===== src/design/v3alu_pkg.sv =====
// ----------------------------------------------------------------------------
// v3alu_pkg: shared types, constants and helpers of the vector3 ALU
// Operation codes, field widths and the saturation helpers used by the lane,
// root, divide and top-level files.
// ----------------------------------------------------------------------------
`default_nettype none

package v3alu_pkg;

    localparam int DATA_W        = 32;
    localparam int FRAC_BITS_DEF = 16;
    localparam int MINLEN_W      = 31;
    localparam int OPND_W        = 33;
    localparam int PROD_W        = 66;
    localparam int WIDE_W        = 68;
    localparam int SQ_W          = 64;
    localparam int ROOT_W        = 32;
    localparam int SQRT_STAGES   = 32;
    localparam int CMD_W         = 4;
    localparam int S_TDATA_W     = 264;
    localparam int M_TDATA_W     = 168;

    localparam logic [MINLEN_W-1:0] MINLEN_RESET = 31'd7;

    localparam logic [CMD_W-1:0] CMD_ADD      = 4'd0;
    localparam logic [CMD_W-1:0] CMD_SUB      = 4'd1;
    localparam logic [CMD_W-1:0] CMD_SCALE    = 4'd2;
    localparam logic [CMD_W-1:0] CMD_SCALEADD = 4'd3;
    localparam logic [CMD_W-1:0] CMD_BLEND    = 4'd4;
    localparam logic [CMD_W-1:0] CMD_DOT      = 4'd5;
    localparam logic [CMD_W-1:0] CMD_CROSS    = 4'd6;
    localparam logic [CMD_W-1:0] CMD_DISTSQ   = 4'd7;
    localparam logic [CMD_W-1:0] CMD_DIST     = 4'd8;
    localparam logic [CMD_W-1:0] CMD_LEN      = 4'd9;
    localparam logic [CMD_W-1:0] CMD_NORM     = 4'd10;
    localparam logic [CMD_W-1:0] CMD_PLANE    = 4'd11;
    localparam logic [CMD_W-1:0] CMD_EQUAL    = 4'd12;

    typedef logic signed [DATA_W-1:0] word_t;
    typedef logic signed [WIDE_W-1:0] wide_t;

    localparam wide_t WIDE_MAX = 68'sd2147483647;
    localparam wide_t WIDE_MIN = -68'sd2147483648;
    localparam word_t WORD_MAX = 32'sh7fffffff;
    localparam word_t WORD_MIN = 32'sh80000000;

    // per-lane result handed to the merge stage
    typedef struct packed {
        word_t r;
        wide_t term;
        logic  big;
    } lane_out_t;

    function automatic word_t sat_word(input wide_t v);
        word_t res;
        if (v > WIDE_MAX) begin
            res = WORD_MAX;
        end else if (v < WIDE_MIN) begin
            res = WORD_MIN;
        end else begin
            res = v[DATA_W-1:0];
        end
        return res;
    endfunction

    function automatic word_t sat_len(input logic [ROOT_W-1:0] len);
        word_t res;
        if (len[ROOT_W-1]) begin
            res = WORD_MAX;
        end else begin
            res = len;
        end
        return res;
    endfunction

endpackage

`default_nettype wire


===== src/design/v3alu_div.sv =====
// ----------------------------------------------------------------------------
// v3alu_div: pipelined restoring divider for normalize
// Computes floor(mag * 2^FRAC_BITS / len), one quotient bit per stage. The
// quotient never exceeds 2^FRAC_BITS because len is at least mag.
// ----------------------------------------------------------------------------
`default_nettype none

module v3alu_div
    import v3alu_pkg::*;
#(
    parameter int FRAC_BITS = FRAC_BITS_DEF
) (
    input  logic              aclk,
    input  logic              en,
    input  logic [DATA_W-1:0] mag,
    input  logic [ROOT_W-1:0] len,
    output logic [FRAC_BITS:0] quot
);

    localparam int STAGES = FRAC_BITS + 1;
    localparam int REM_W  = ROOT_W + 1;

    logic [REM_W-1:0]   rem_reg [STAGES];
    logic [ROOT_W-1:0]  len_reg [STAGES];
    logic [FRAC_BITS:0] q_reg   [STAGES];

    for (genvar j = 0; j < STAGES; j++) begin : g_stg
        logic [REM_W-1:0]   rem_in, sh;
        logic [ROOT_W-1:0]  len_in;
        logic [FRAC_BITS:0] q_in;
        logic               bit_in, ge;

        if (j == 0) begin : g_first
            // high part of the numerator; the low bit of mag is shifted in at this stage
            assign rem_in = {2'b00, mag[DATA_W-1:1]};
            assign len_in = len;
            assign q_in   = '0;
            assign bit_in = mag[0];
        end else begin : g_rest
            assign rem_in = rem_reg[j-1];
            assign len_in = len_reg[j-1];
            assign q_in   = q_reg[j-1];
            assign bit_in = 1'b0;
        end

        assign sh = {rem_in[REM_W-2:0], bit_in};
        assign ge = sh >= {1'b0, len_in};

        always_ff @(posedge aclk) begin
            if (en) begin
                rem_reg[j] <= ge ? sh - {1'b0, len_in} : sh;
                len_reg[j] <= len_in;
                q_reg[j]   <= {q_in[FRAC_BITS-1:0], ge};
            end
        end
    end

    assign quot = q_reg[STAGES-1];

endmodule

`default_nettype wire


===== config.mk =====
export PLATFORM = sky130hd
export DESIGN_NAME = v3alu_div
export DESIGN_NICKNAME = d
export VERILOG_FILES = /design/src/design/v3alu_pkg.sv /design/src/design/v3alu_div.sv
export SDC_FILE = /design/constraint.sdc
export NUM_CORES = 2
export LEC_CHECK = 0
export ABC_CLOCK_PERIOD_IN_PS = 3000
export BUFFER_PORTS_ARGS = -buffer_cell sky130_fd_sc_hd__buf_2
export CAP_MARGIN = 0
export CORE_UTILIZATION = 45
export DETAILED_ROUTE_END_ITERATION = 7
export PLACE_DENSITY = 0.67
export SYNTH_ARGS = -nofsm -noshare
export SYNTH_HDL_FRONTEND = slang
export SYNTH_SLANG_ARGS = --single-unit

===== constraint.sdc =====
create_clock -name aclk -period 3 [get_ports aclk]
set_input_delay 0.15 -clock aclk [delete_from_list [all_inputs] [get_ports aclk]]
set_output_delay 0.15 -clock aclk [all_outputs]
set_load 0.03 [all_outputs]

==> flow_summary_export.csv <==
group,metric,value,unit
final_layout,final_area,0.0946,sq mm
power,pwr-share-clk,0.159,
sta,period_needed,3.49,ns
place,gp_congestion,0.970,
place,pre_cts_slack,-0.757,ns
route,post-route-drc-count,0,
yosys,syn_area,0.0697,sq mm
sta,setup_slack,-0.491,ns
critical_path,critical_path_arrival,3.99,ns
yosys,netlist_top_cells_count,"1177 x edfxtp_1, 658 x inv_1, 543 x ha_1, 514 x a21oi_1, 473 x nand2_1",
yosys,yosys_register_bits,1177,
route,postRouteAntennaNets,0,
die,die_area,0.156,sq mm
place,placedCellCount,9851,
cts,cts_max_path_buffers,3,
sta,hold_slack,0.114,ns
yosys,synth.most_common_cell,"edfxtp_1",
route,drt-total-wl,183000,um
final_layout,stdcell_count,10300,
yosys,ys_top_cells_by_area,"edfxtp_1 51%, ha_1 9.7%, a21oi_1 3.7%, inv_1 3.5%, xnor2_1 3.2%",
cts,clock_latency,0.76,ns
sta,rsz0062_at_grt,"true",
sta,max_slew.worst_pin.slew,0.873,ns
cts,numCtsBuffers,140,
yosys,post_synth.cell_area_avg,10.9,sq um
critical_path,path_class,"reg2reg",
die,io_pins,83,
yosys,synth_edf_count,1177,
sta,finalMaxSlewViolations,0,
critical_path,r2r_cells,12,
route,drt_first_iter_violations,1793,
critical_path,path_cells,"ha_4 > o21a_1 > o31a_1 > o21a_1 > a22o_1 > a21oi_4 > o211ai_1 > o221ai_2 > a2111oi_4 > nor2_4 > buf_12 > mux2_1",
yosys,synth_flop_cell,"edfxtp_1",
run,drv_cap,0,
global_routing,grt_usage,0.230,
cts,cts_sinks,1177,
status,run_status,"complete, but fails checks",
power,p_switching,37.5,mW
sta,finalHoldViolCount,0,
die,die_x,396,um
critical_path,cp_common_cell,"o21a_1",
power,swShare,0.363,
global_routing,antenna_found_initial,0,
route,routed_via_density,5.30,
route,wire_per_inst,17.7,um
place,portBuffers,82,
yosys,synth_top_area_share,0.507,
die,die_y,396,um
critical_path,cp-end-kind,"flip-flop",
min_path,min_path_type,"in2reg",
final_layout,nets,8821,
final_layout,syn2layout_area_growth,35.6,%
route,num_vias,54800,
power,comb_power_share,0.577,
yosys,ys_async_sr_fraction,0,
sta,totalNegativeSetupSlack,-118.06,ns
sta,finalSetupViolations,501,
power,powerDensity,1090,mW/mm^2
cts,cts_root_buffer,"clkbuf_16",
cts,clkSlewWorstSetupHoldPaths,0.06,ns
sta,clock_skew,0.0252,ns
sta,period_share,1.16,
final_layout,drive_gt1_frac,0.312,
power,peakVddDrop,0.000709,V
final_layout,fillers,12000,
status,violations,"negative setup slack",
sta,slew_headroom,0.403,
critical_path,crit_path_max_fanout,24,
min_path,hold_depth,5,
yosys,synth.net_count,7003,
yosys,yosysSeqAreaShare,0.507,
yosys,synth_cell_type_count,93,
yosys,synth_top_area_cell,"edfxtp_1",
yosys,ys_warn_count,0,
global_routing,grt_first_pass_wirelength,286000,um
power,leakage,41.4,nW
critical_path,worst_path_max_delay_cell,"edfxtp_1",
route,drtPass1Iterations,8,
global_routing,grt_max_degree,117,
power,pwr-share-seq,0.264,
global_routing,grt_pass1_vias,57600,
cts,cts_tree,"built",
critical_path,startpoint_type,"flip-flop",
die,core_area,0.154,sq mm
critical_path,max_stage_delay,0.44,ns
place,dp_hpwl,136000,um
die,placementRows,144,
die,start_util,0.453,
critical_path,cp.required,3.49,ns
yosys,synthCells,6378,
cts,htree_levels,4,
sta,fmax,286,MHz
power,p_int,65.8,mW
global_routing,grt_overflow,0,
place,placed_cell_area,0.0843,sq mm
-- final cells by class --
class,instances,area [sq um],share of cell area
well taps,2044,2560,0.0270
flip-flops and latches,1177,35300,0.374
inverters,659,2480,0.0262
clock inverters,72,674,0.00713
multi-input cells,4389,34900,0.369
repair buffers,1829,14900,0.158
clock buffers,172,3730,0.0394
diodes,1,2.50,0.0000265
-- critical path: cells and delay by family (launching register included) --
family / cells / cell delay, ns
compound gates: 8 / 1.84
buf+inv: 1 / 0.18
simple gates: 1 / 0.09
flops: 1 / 0.44
fa+ha+maj: 1 / 0.31
mux: 1 / 0.34
-- routing by layer --
metal,global-route usage,up-vias,part of all wire
met5,0,-,0
met4,0.168,0,0.082
met3,0.0262,645,0.025
met2,0.483,1130,0.58
met1,0.189,26000,0.31
li1,-,27000,-
-- placed cells by master (no fill, tap or decap), types with 36 or more instances in the layout --
cell	synthesis	routed
a21o_1	245	244
a21oi_1	514	462
a21oi_2	0	37
a31oi_1	75	56
and3_1	40	36
buf_12	0	44
buf_2	28	82
buf_4	7	1544
buf_6	3	62
clkbuf_16	0	150
dlygate4sd3_1	0	65
edfxtp_1	1177	1177
ha_1	543	497
ha_4	0	42
inv_1	658	635
mux2_1	192	54
mux2_4	5	148
nand2_1	473	459
nand2b_1	66	65
nand3_1	114	107
nand4_1	82	82
nor2_1	345	318
nor2b_1	76	55
nor3_1	85	75
o21a_1	89	86
o21ai_0	262	247
o21ai_1	165	110
o21ai_2	0	59
o21bai_1	58	51
xnor2_1	253	251
xor2_1	179	179
-- stage by stage --
step	power (mW)	utilization
global placement	76.9	0.548
CTS	101	0.605
global route	110	0.614
floorplan	58.4	-
finish	103	0.615
detailed placement	78.1	0.548
-- power groups by stage --
stage	registers [mW]	logic, mW	clock network [mW]
after floorplan	26.5	31.9	0
after global placement	27.4	49.6	0
after detailed placement	27.4	50.6	0
after CTS	27.2	57.1	16.9
after global routing	27.7	64.5	17.4
final	27.3	59.6	16.4
-- final timing paths --
path	from	end	slack, ns
setup / recovery	rem_reg[0][100]	rem_reg[0][136]	-0.49
setup reg to reg	rem_reg[0][100]	rem_reg[0][136]	-0.49
hold / removal	mag[1]	rem_reg[0][3]	0.11
hold reg to reg	q_reg[0][243]	q_reg[0][261]	0.41
-- logic make-up after synthesis --
family          count (synthesis)  synth area share
compound gates               1727             0.156
simple gates                 1427            0.0964
flops                        1177             0.507
buf+inv                       814            0.0450
fa+ha+maj                     559             0.102
xor+xnor                      432            0.0543
mux                           242            0.0391
-- what timing repair did --
action	CTS	global route
hold endpoints to repair	96	0
buffers inserted	120	62
hold buffers	65	0
endpoints found under the setup margin	495	526
pin swaps	210	133
gates cloned	23	6
gates resized for setup	454	260
No activity file was read; power rests on OpenSTA's default activity.
