$ cat src/design/v3alu_pkg.sv
// ----------------------------------------------------------------------------
// v3alu_pkg: shared types, constants and helpers of the vector3 ALU
// Operation codes, field widths and the saturation helpers used by the lane,
// root, divide and top-level files.
// ----------------------------------------------------------------------------
`default_nettype none

package v3alu_pkg;

    localparam int DATA_W        = 32;
    localparam int FRAC_BITS_DEF = 16;
    localparam int MINLEN_W      = 31;
    localparam int OPND_W        = 33;
    localparam int PROD_W        = 66;
    localparam int WIDE_W        = 68;
    localparam int SQ_W          = 64;
    localparam int ROOT_W        = 32;
    localparam int SQRT_STAGES   = 32;
    localparam int CMD_W         = 4;
    localparam int S_TDATA_W     = 264;
    localparam int M_TDATA_W     = 168;

    localparam logic [MINLEN_W-1:0] MINLEN_RESET = 31'd7;

    localparam logic [CMD_W-1:0] CMD_ADD      = 4'd0;
    localparam logic [CMD_W-1:0] CMD_SUB      = 4'd1;
    localparam logic [CMD_W-1:0] CMD_SCALE    = 4'd2;
    localparam logic [CMD_W-1:0] CMD_SCALEADD = 4'd3;
    localparam logic [CMD_W-1:0] CMD_BLEND    = 4'd4;
    localparam logic [CMD_W-1:0] CMD_DOT      = 4'd5;
    localparam logic [CMD_W-1:0] CMD_CROSS    = 4'd6;
    localparam logic [CMD_W-1:0] CMD_DISTSQ   = 4'd7;
    localparam logic [CMD_W-1:0] CMD_DIST     = 4'd8;
    localparam logic [CMD_W-1:0] CMD_LEN      = 4'd9;
    localparam logic [CMD_W-1:0] CMD_NORM     = 4'd10;
    localparam logic [CMD_W-1:0] CMD_PLANE    = 4'd11;
    localparam logic [CMD_W-1:0] CMD_EQUAL    = 4'd12;

    typedef logic signed [DATA_W-1:0] word_t;
    typedef logic signed [WIDE_W-1:0] wide_t;

    localparam wide_t WIDE_MAX = 68'sd2147483647;
    localparam wide_t WIDE_MIN = -68'sd2147483648;
    localparam word_t WORD_MAX = 32'sh7fffffff;
    localparam word_t WORD_MIN = 32'sh80000000;

    // per-lane result handed to the merge stage
    typedef struct packed {
        word_t r;
        wide_t term;
        logic  big;
    } lane_out_t;

    function automatic word_t sat_word(input wide_t v);
        word_t res;
        if (v > WIDE_MAX) begin
            res = WORD_MAX;
        end else if (v < WIDE_MIN) begin
            res = WORD_MIN;
        end else begin
            res = v[DATA_W-1:0];
        end
        return res;
    endfunction

    function automatic word_t sat_len(input logic [ROOT_W-1:0] len);
        word_t res;
        if (len[ROOT_W-1]) begin
            res = WORD_MAX;
        end else begin
            res = len;
        end
        return res;
    endfunction

endpackage

`default_nettype wire

$ cat src/design/v3alu_sqrt.sv
// ----------------------------------------------------------------------------
// v3alu_sqrt: pipelined integer square root
// Digit-by-digit floor root of a 64-bit value, one result bit per stage.
// ----------------------------------------------------------------------------
`default_nettype none

module v3alu_sqrt
    import v3alu_pkg::*;
(
    input  logic              aclk,
    input  logic              en,
    input  logic [SQ_W-1:0]   sq_in,
    output logic [ROOT_W-1:0] root
);

    logic [SQ_W-1:0] n_reg   [SQRT_STAGES];
    logic [SQ_W-1:0] res_reg [SQRT_STAGES];

    for (genvar k = 0; k < SQRT_STAGES; k++) begin : g_stg
        localparam logic [SQ_W-1:0] BIT = 64'd1 << (SQ_W - 2 - 2 * k);
        logic [SQ_W-1:0] n_in, r_in, trial;

        if (k == 0) begin : g_first
            assign n_in = sq_in;
            assign r_in = '0;
        end else begin : g_rest
            assign n_in = n_reg[k-1];
            assign r_in = res_reg[k-1];
        end

        assign trial = r_in + BIT;

        always_ff @(posedge aclk) begin
            if (en) begin
                if (n_in >= trial) begin
                    n_reg[k]   <= n_in - trial;
                    res_reg[k] <= (r_in >> 1) + BIT;
                end else begin
                    n_reg[k]   <= n_in;
                    res_reg[k] <= r_in >> 1;
                end
            end
        end
    end

    assign root = res_reg[SQRT_STAGES-1][ROOT_W-1:0];

endmodule

`default_nettype wire

$ cat config.mk
export PLATFORM = sky130hd
export DESIGN_NAME = v3alu_sqrt
export DESIGN_NICKNAME = d
export VERILOG_FILES = /design/src/design/v3alu_pkg.sv /design/src/design/v3alu_sqrt.sv
export SDC_FILE = /design/constraint.sdc
export NUM_CORES = 2
export LEC_CHECK = 0
export BUFFER_PORTS_ARGS = -buffer_cell sky130_fd_sc_hd__buf_2
export CORE_MARGIN = 1.5
export CORE_UTILIZATION = 55
export DETAILED_ROUTE_END_ITERATION = 10
export PLACE_DENSITY_LB_ADDON = 0.1
export SLEW_MARGIN = 10
export SYNTH_ARGS = -nofsm -noshare
export SYNTH_HDL_FRONTEND = slang
export SYNTH_SLANG_ARGS = --single-unit
$ cat constraint.sdc
create_clock -name aclk -period 8.25 [get_ports aclk]
set_clock_uncertainty 0.1 [all_clocks]
set_input_delay 1.2375 -clock aclk [delete_from_list [all_inputs] [get_ports aclk]]
set_output_delay 1.2375 -clock aclk [all_outputs]
set_load 0.005 [all_outputs]
==> impl_results.rst <==
.. list-table::
   :header-rows: 1

   * - Metric
     - Value
   * - Wire per inst
     - 24.37 µm
   * - Fraction of final layout cells sized beyond drive strength 1
     - 6.730%
   * - Number of enable flip-flop cells after synthesis
     - 2512
   * - Crit path DAT
     - 5.31 ns
   * - Instance count after placement with tap cells included
     - 12.84k
   * - Minimum setup slack among reg-to-reg paths
     - 3.44 ns
   * - Yosys warnings
     - 0
   * - WL final
     - 325000 µm
   * - Category of the worst setup path capture point
     - flop
   * - Iteration-0 DRC Markers
     - 9575
   * - Cell seen most often among critical-path stages
     - sky130_fd_sc_hd__nor3_1
   * - Weighted congestion reported at the end of routability-driven placement
     - 0.9714
   * - Kind of critical path
     - flop to flop
   * - Overall die area
     - 224900 µm²
   * - Peak ir drop on the vdd network
     - 212.9 µV
   * - FF+latch area
     - 75430 µm²
   * - Final setup vio count
     - 0
   * - Die width
     - 474.3 µm
   * - Clock-pin slew on the worst setup and hold paths
     - 0.06 ns
   * - Average instance area after synthesis
     - 12.26 µm²
   * - Post-layout nets
     - 10.80k
   * - Element type at the critical path start
     - flop
   * - Post-synthesis sequential area ratio
     - 61.76%
   * - Slew @ Worst Pin
     - 1.348 ns
   * - Initial standard-cell utilization of the core
     - 55.48%
   * - Post-CTS setup repair buffer count
     - 0
   * - Highest clock frequency the design can meet
     - 208.0 MHz
   * - Vias per cell
     - 6.123
   * - Height of the chip
     - 474.3 µm
   * - Latest clock arrival within the worst-skew pair
     - 0.95 ns
   * - Slowest Stage Delay on Critical Path
     - 0.63 ns
   * - Max-slew violation count
     - 0
   * - Port Buf Inserts
     - 97
   * - Final hold violation count
     - 0
   * - R2R Path Start
     - n_reg[1][426]
   * - Cells along the critical path
     - or4_1 > nor3_1 > nand3_1 > or4_1 > nor3_1 > nand4_1 > nand4b_1 > nor3_1 > xor2_1
   * - Overall via count from detail_route
     - 81.65k
   * - Unrepaired setup endpoints after global routing
     - no
   * - P&R area growth vs syn
     - 10.52%
   * - Fraction of power spent switching nets
     - 30.63%
   * - Top_reg_cell synth
     - sky130_fd_sc_hd__edfxtp_1
   * - Number of flip-flops in the largest register
     - 1984
   * - CP delay by family, top
     - simple AND/OR/NAND/NOR gates
   * - Top cell type's share of synthesized area
     - 61.76%
   * - CTS buffer count
     - 285
   * - Final standard cell count with taps included and fillers excluded
     - 13.34k
   * - Vias in the first global route
     - 76.55k
   * - Post-route setup TNS
     - 0 ns
   * - Worst hold path startpoint
     - res_reg[0][377]
   * - Internal power summed over all cells
     - 26.44 mW
   * - Critical path fanouts, max
     - 13
   * - Run status
     - complete, no violations
   * - P_leak
     - 49.88 nW
   * - First-pass DRT Iterations
     - 8
   * - Combinational share of power
     - 21.3%
   * - Post-Synthesis Net Count
     - 10.58k
   * - Number of rows created at floorplan
     - 172
   * - TritonCTS clock tree
     - done
   * - Post-synthesis cell count
     - 9960
   * - Wire length of the first global-routing pass
     - 483100 µm
   * - Crit path time final
     - 4.807 ns
   * - Total design power
     - 38.12 mW
   * - Summed instance area of the synthesized netlist
     - 122100 µm²
   * - Relative slew slack
     - 9.332%
   * - Core Footprint
     - 220200 µm²
   * - Remaining antenna violation count after routing
     - 0
   * - Sw Pwr
     - 11.67 mW
   * - Hold_buf cts
     - 0
   * - Critical-path cell with the highest stage delay
     - sky130_fd_sc_hd__nand4b_1
   * - GR Util All Layers
     - 28.62%
   * - Maximum number of pins on one net before global-route repair
     - 188
   * - Sequential fraction of design power
     - 46.7%
   * - Number of max-cap violations
     - 0
   * - Maximum clock insertion buffer count
     - 4
   * - Hold-critical path depth
     - 0
   * - R2R Path End
     - n_reg[1][498]
   * - TritonCTS Sinks
     - 2512
   * - Remaining global-route overflow
     - 0
   * - Half-perimeter wire length of the detailed placement result
     - 245300 µm
   * - FF+latch count, synth
     - 2512
   * - Worst-case hold path end point
     - res_reg[0][440]
   * - Fill cell count
     - 17.20k
   * - Remaining routing DRC violations
     - 0
   * - Final critical-path share of the clock period
     - 58.27%
   * - Netlist cell types
     - 86
   * - Class of the most critical hold timing path
     - flop to flop
   * - Synth top area cells
     - sky130_fd_sc_hd__edfxtp_1 62%, sky130_fd_sc_hd__ha_1 5.7%, sky130_fd_sc_hd__xor2_1 3.3%, sky130_fd_sc_hd__xnor2_1 3.1%, sky130_fd_sc_hd__nand2_1 2.5%
   * - CTS resizes
     - 0
   * - Post-synthesis async set-or-reset flop share
     - 0%
   * - Part of the power in the clock network
     - 32.0%
   * - Root buffer selected by CTS
     - sky130_fd_sc_hd__clkbuf_16
   * - Number of placed I/O pins
     - 98
   * - R2R depth
     - 9
   * - Initial antenna violation count
     - 16
   * - Cell type with the largest total area after synthesis
     - sky130_fd_sc_hd__edfxtp_1
   * - Total power density per cell area
     - 282.4 nW/µm²
   * - Total buffers and inverters traversed by the critical path
     - 0
   * - Multi-input gate area in the final layout
     - 43360 µm²
   * - Required arrival time at the worst endpoint
     - 8.76 ns
   * - Number of H-tree levels
     - 5
worst register-to-register path: cells and delay by family (launching register included):
kind             cells  cell delay, ns
XOR/XNOR             1            0.41
flip-flops           1            0.51
AND/OR/NAND/NOR      8            3.50
per-stage QoR:
stage | setup WS (ns) | hold WS (ns) | cell area [µm²] | utilization (%)
floorplan | 3.119 | 0.3166 | 122100 | -
global placement | 3.387 | 0.3250 | 126100 | 57.27
CTS | 3.536 | 0.2792 | 135000 | 61.31
finish | 3.443 | 0.2782 | 135000 | 61.32
detailed placement | 3.294 | 0.3311 | 126100 | 57.27
global route | 3.100 | 0.3089 | 135000 | 61.31
power groups by stage:
stage          logic (mW)  clock network (mW)  registers, mW
2_1_floorplan        5.85                   0           17.2
3_3_place_gp         7.82                   0           18.0
3_5_place_dp         7.90                   0           18.0
4_1_cts              7.97                12.4           17.8
5_1_grt              8.89                12.9           17.9
6_report             8.11                12.2           17.8
how the worst max path moves through the flow:
stage / to / slack [ns] / startpoint / cells past startpoint
final: n_reg[1][498] / 3.44 / n_reg[1][426] / 9
after global routing: n_reg[1][502] / 3.10 / n_reg[1][426] / 9
after CTS: n_reg[1][951] / 3.54 / n_reg[1][871] / 9
after detailed placement: n_reg[0][873] / 3.29 / en / 7
after global placement: n_reg[0][881] / 3.39 / en / 7
after floorplan: n_reg[1][640] / 3.12 / en / 4
cells in the final DEF (no fill, tap or decap), drive strengths merged, types with 328 or more instances in the layout:
| master | instances |
|---|---|
| edfxtp | 2512 |
| inv | 687 |
| o21ai | 605 |
| nand2 | 809 |
| xor2 | 457 |
| nor4 | 389 |
| clkbuf | 328 |
| a21oi | 509 |
| xnor2 | 436 |
| nor2 | 553 |
| ha | 558 |
routing by layer:
metal  track usage (%)  routed length (µm)
met2             41.83              139000
met1             43.43              147300
met4             8.802               10210
met3             5.139               28530
met5                 0                   0
area by class of cell:
class,count,share of cell area (%)
Clock buffer,328,5.466
Clock inverter,158,1.117
Timing Repair Buffer,160,0.7767
Antenna cell,6,0.01112
Inverter,679,1.888
Tap cell,2958,2.742
Multi-Input combinational cell,6534,32.12
Sequential cell,2512,55.88
cells in the mapped netlist, drive strengths merged (103+ instances only):
cell type  instances
a21o             212
a21oi            509
clkbuf           198
edfxtp          2512
ha               558
inv              679
nand2            809
nand2b           117
nand3            180
nand4            195
nor2             553
nor3             293
nor4             389
o21ai            605
or3              103
xnor2            436
xor2             457
cell families after synthesis:
logic type / Yosys count / synth area share, %
muxes: 53 / 0.4784
DFF: 2512 / 61.76
and+or+nand+nor: 3163 / 13.44
xor gates and xnor gates: 893 / 6.403
AOI/OAI and AO/OA: 1867 / 9.368
buffers and inverters: 914 / 2.840
adders and majority gates: 558 / 5.716
(Power assumes the default switching activity.)
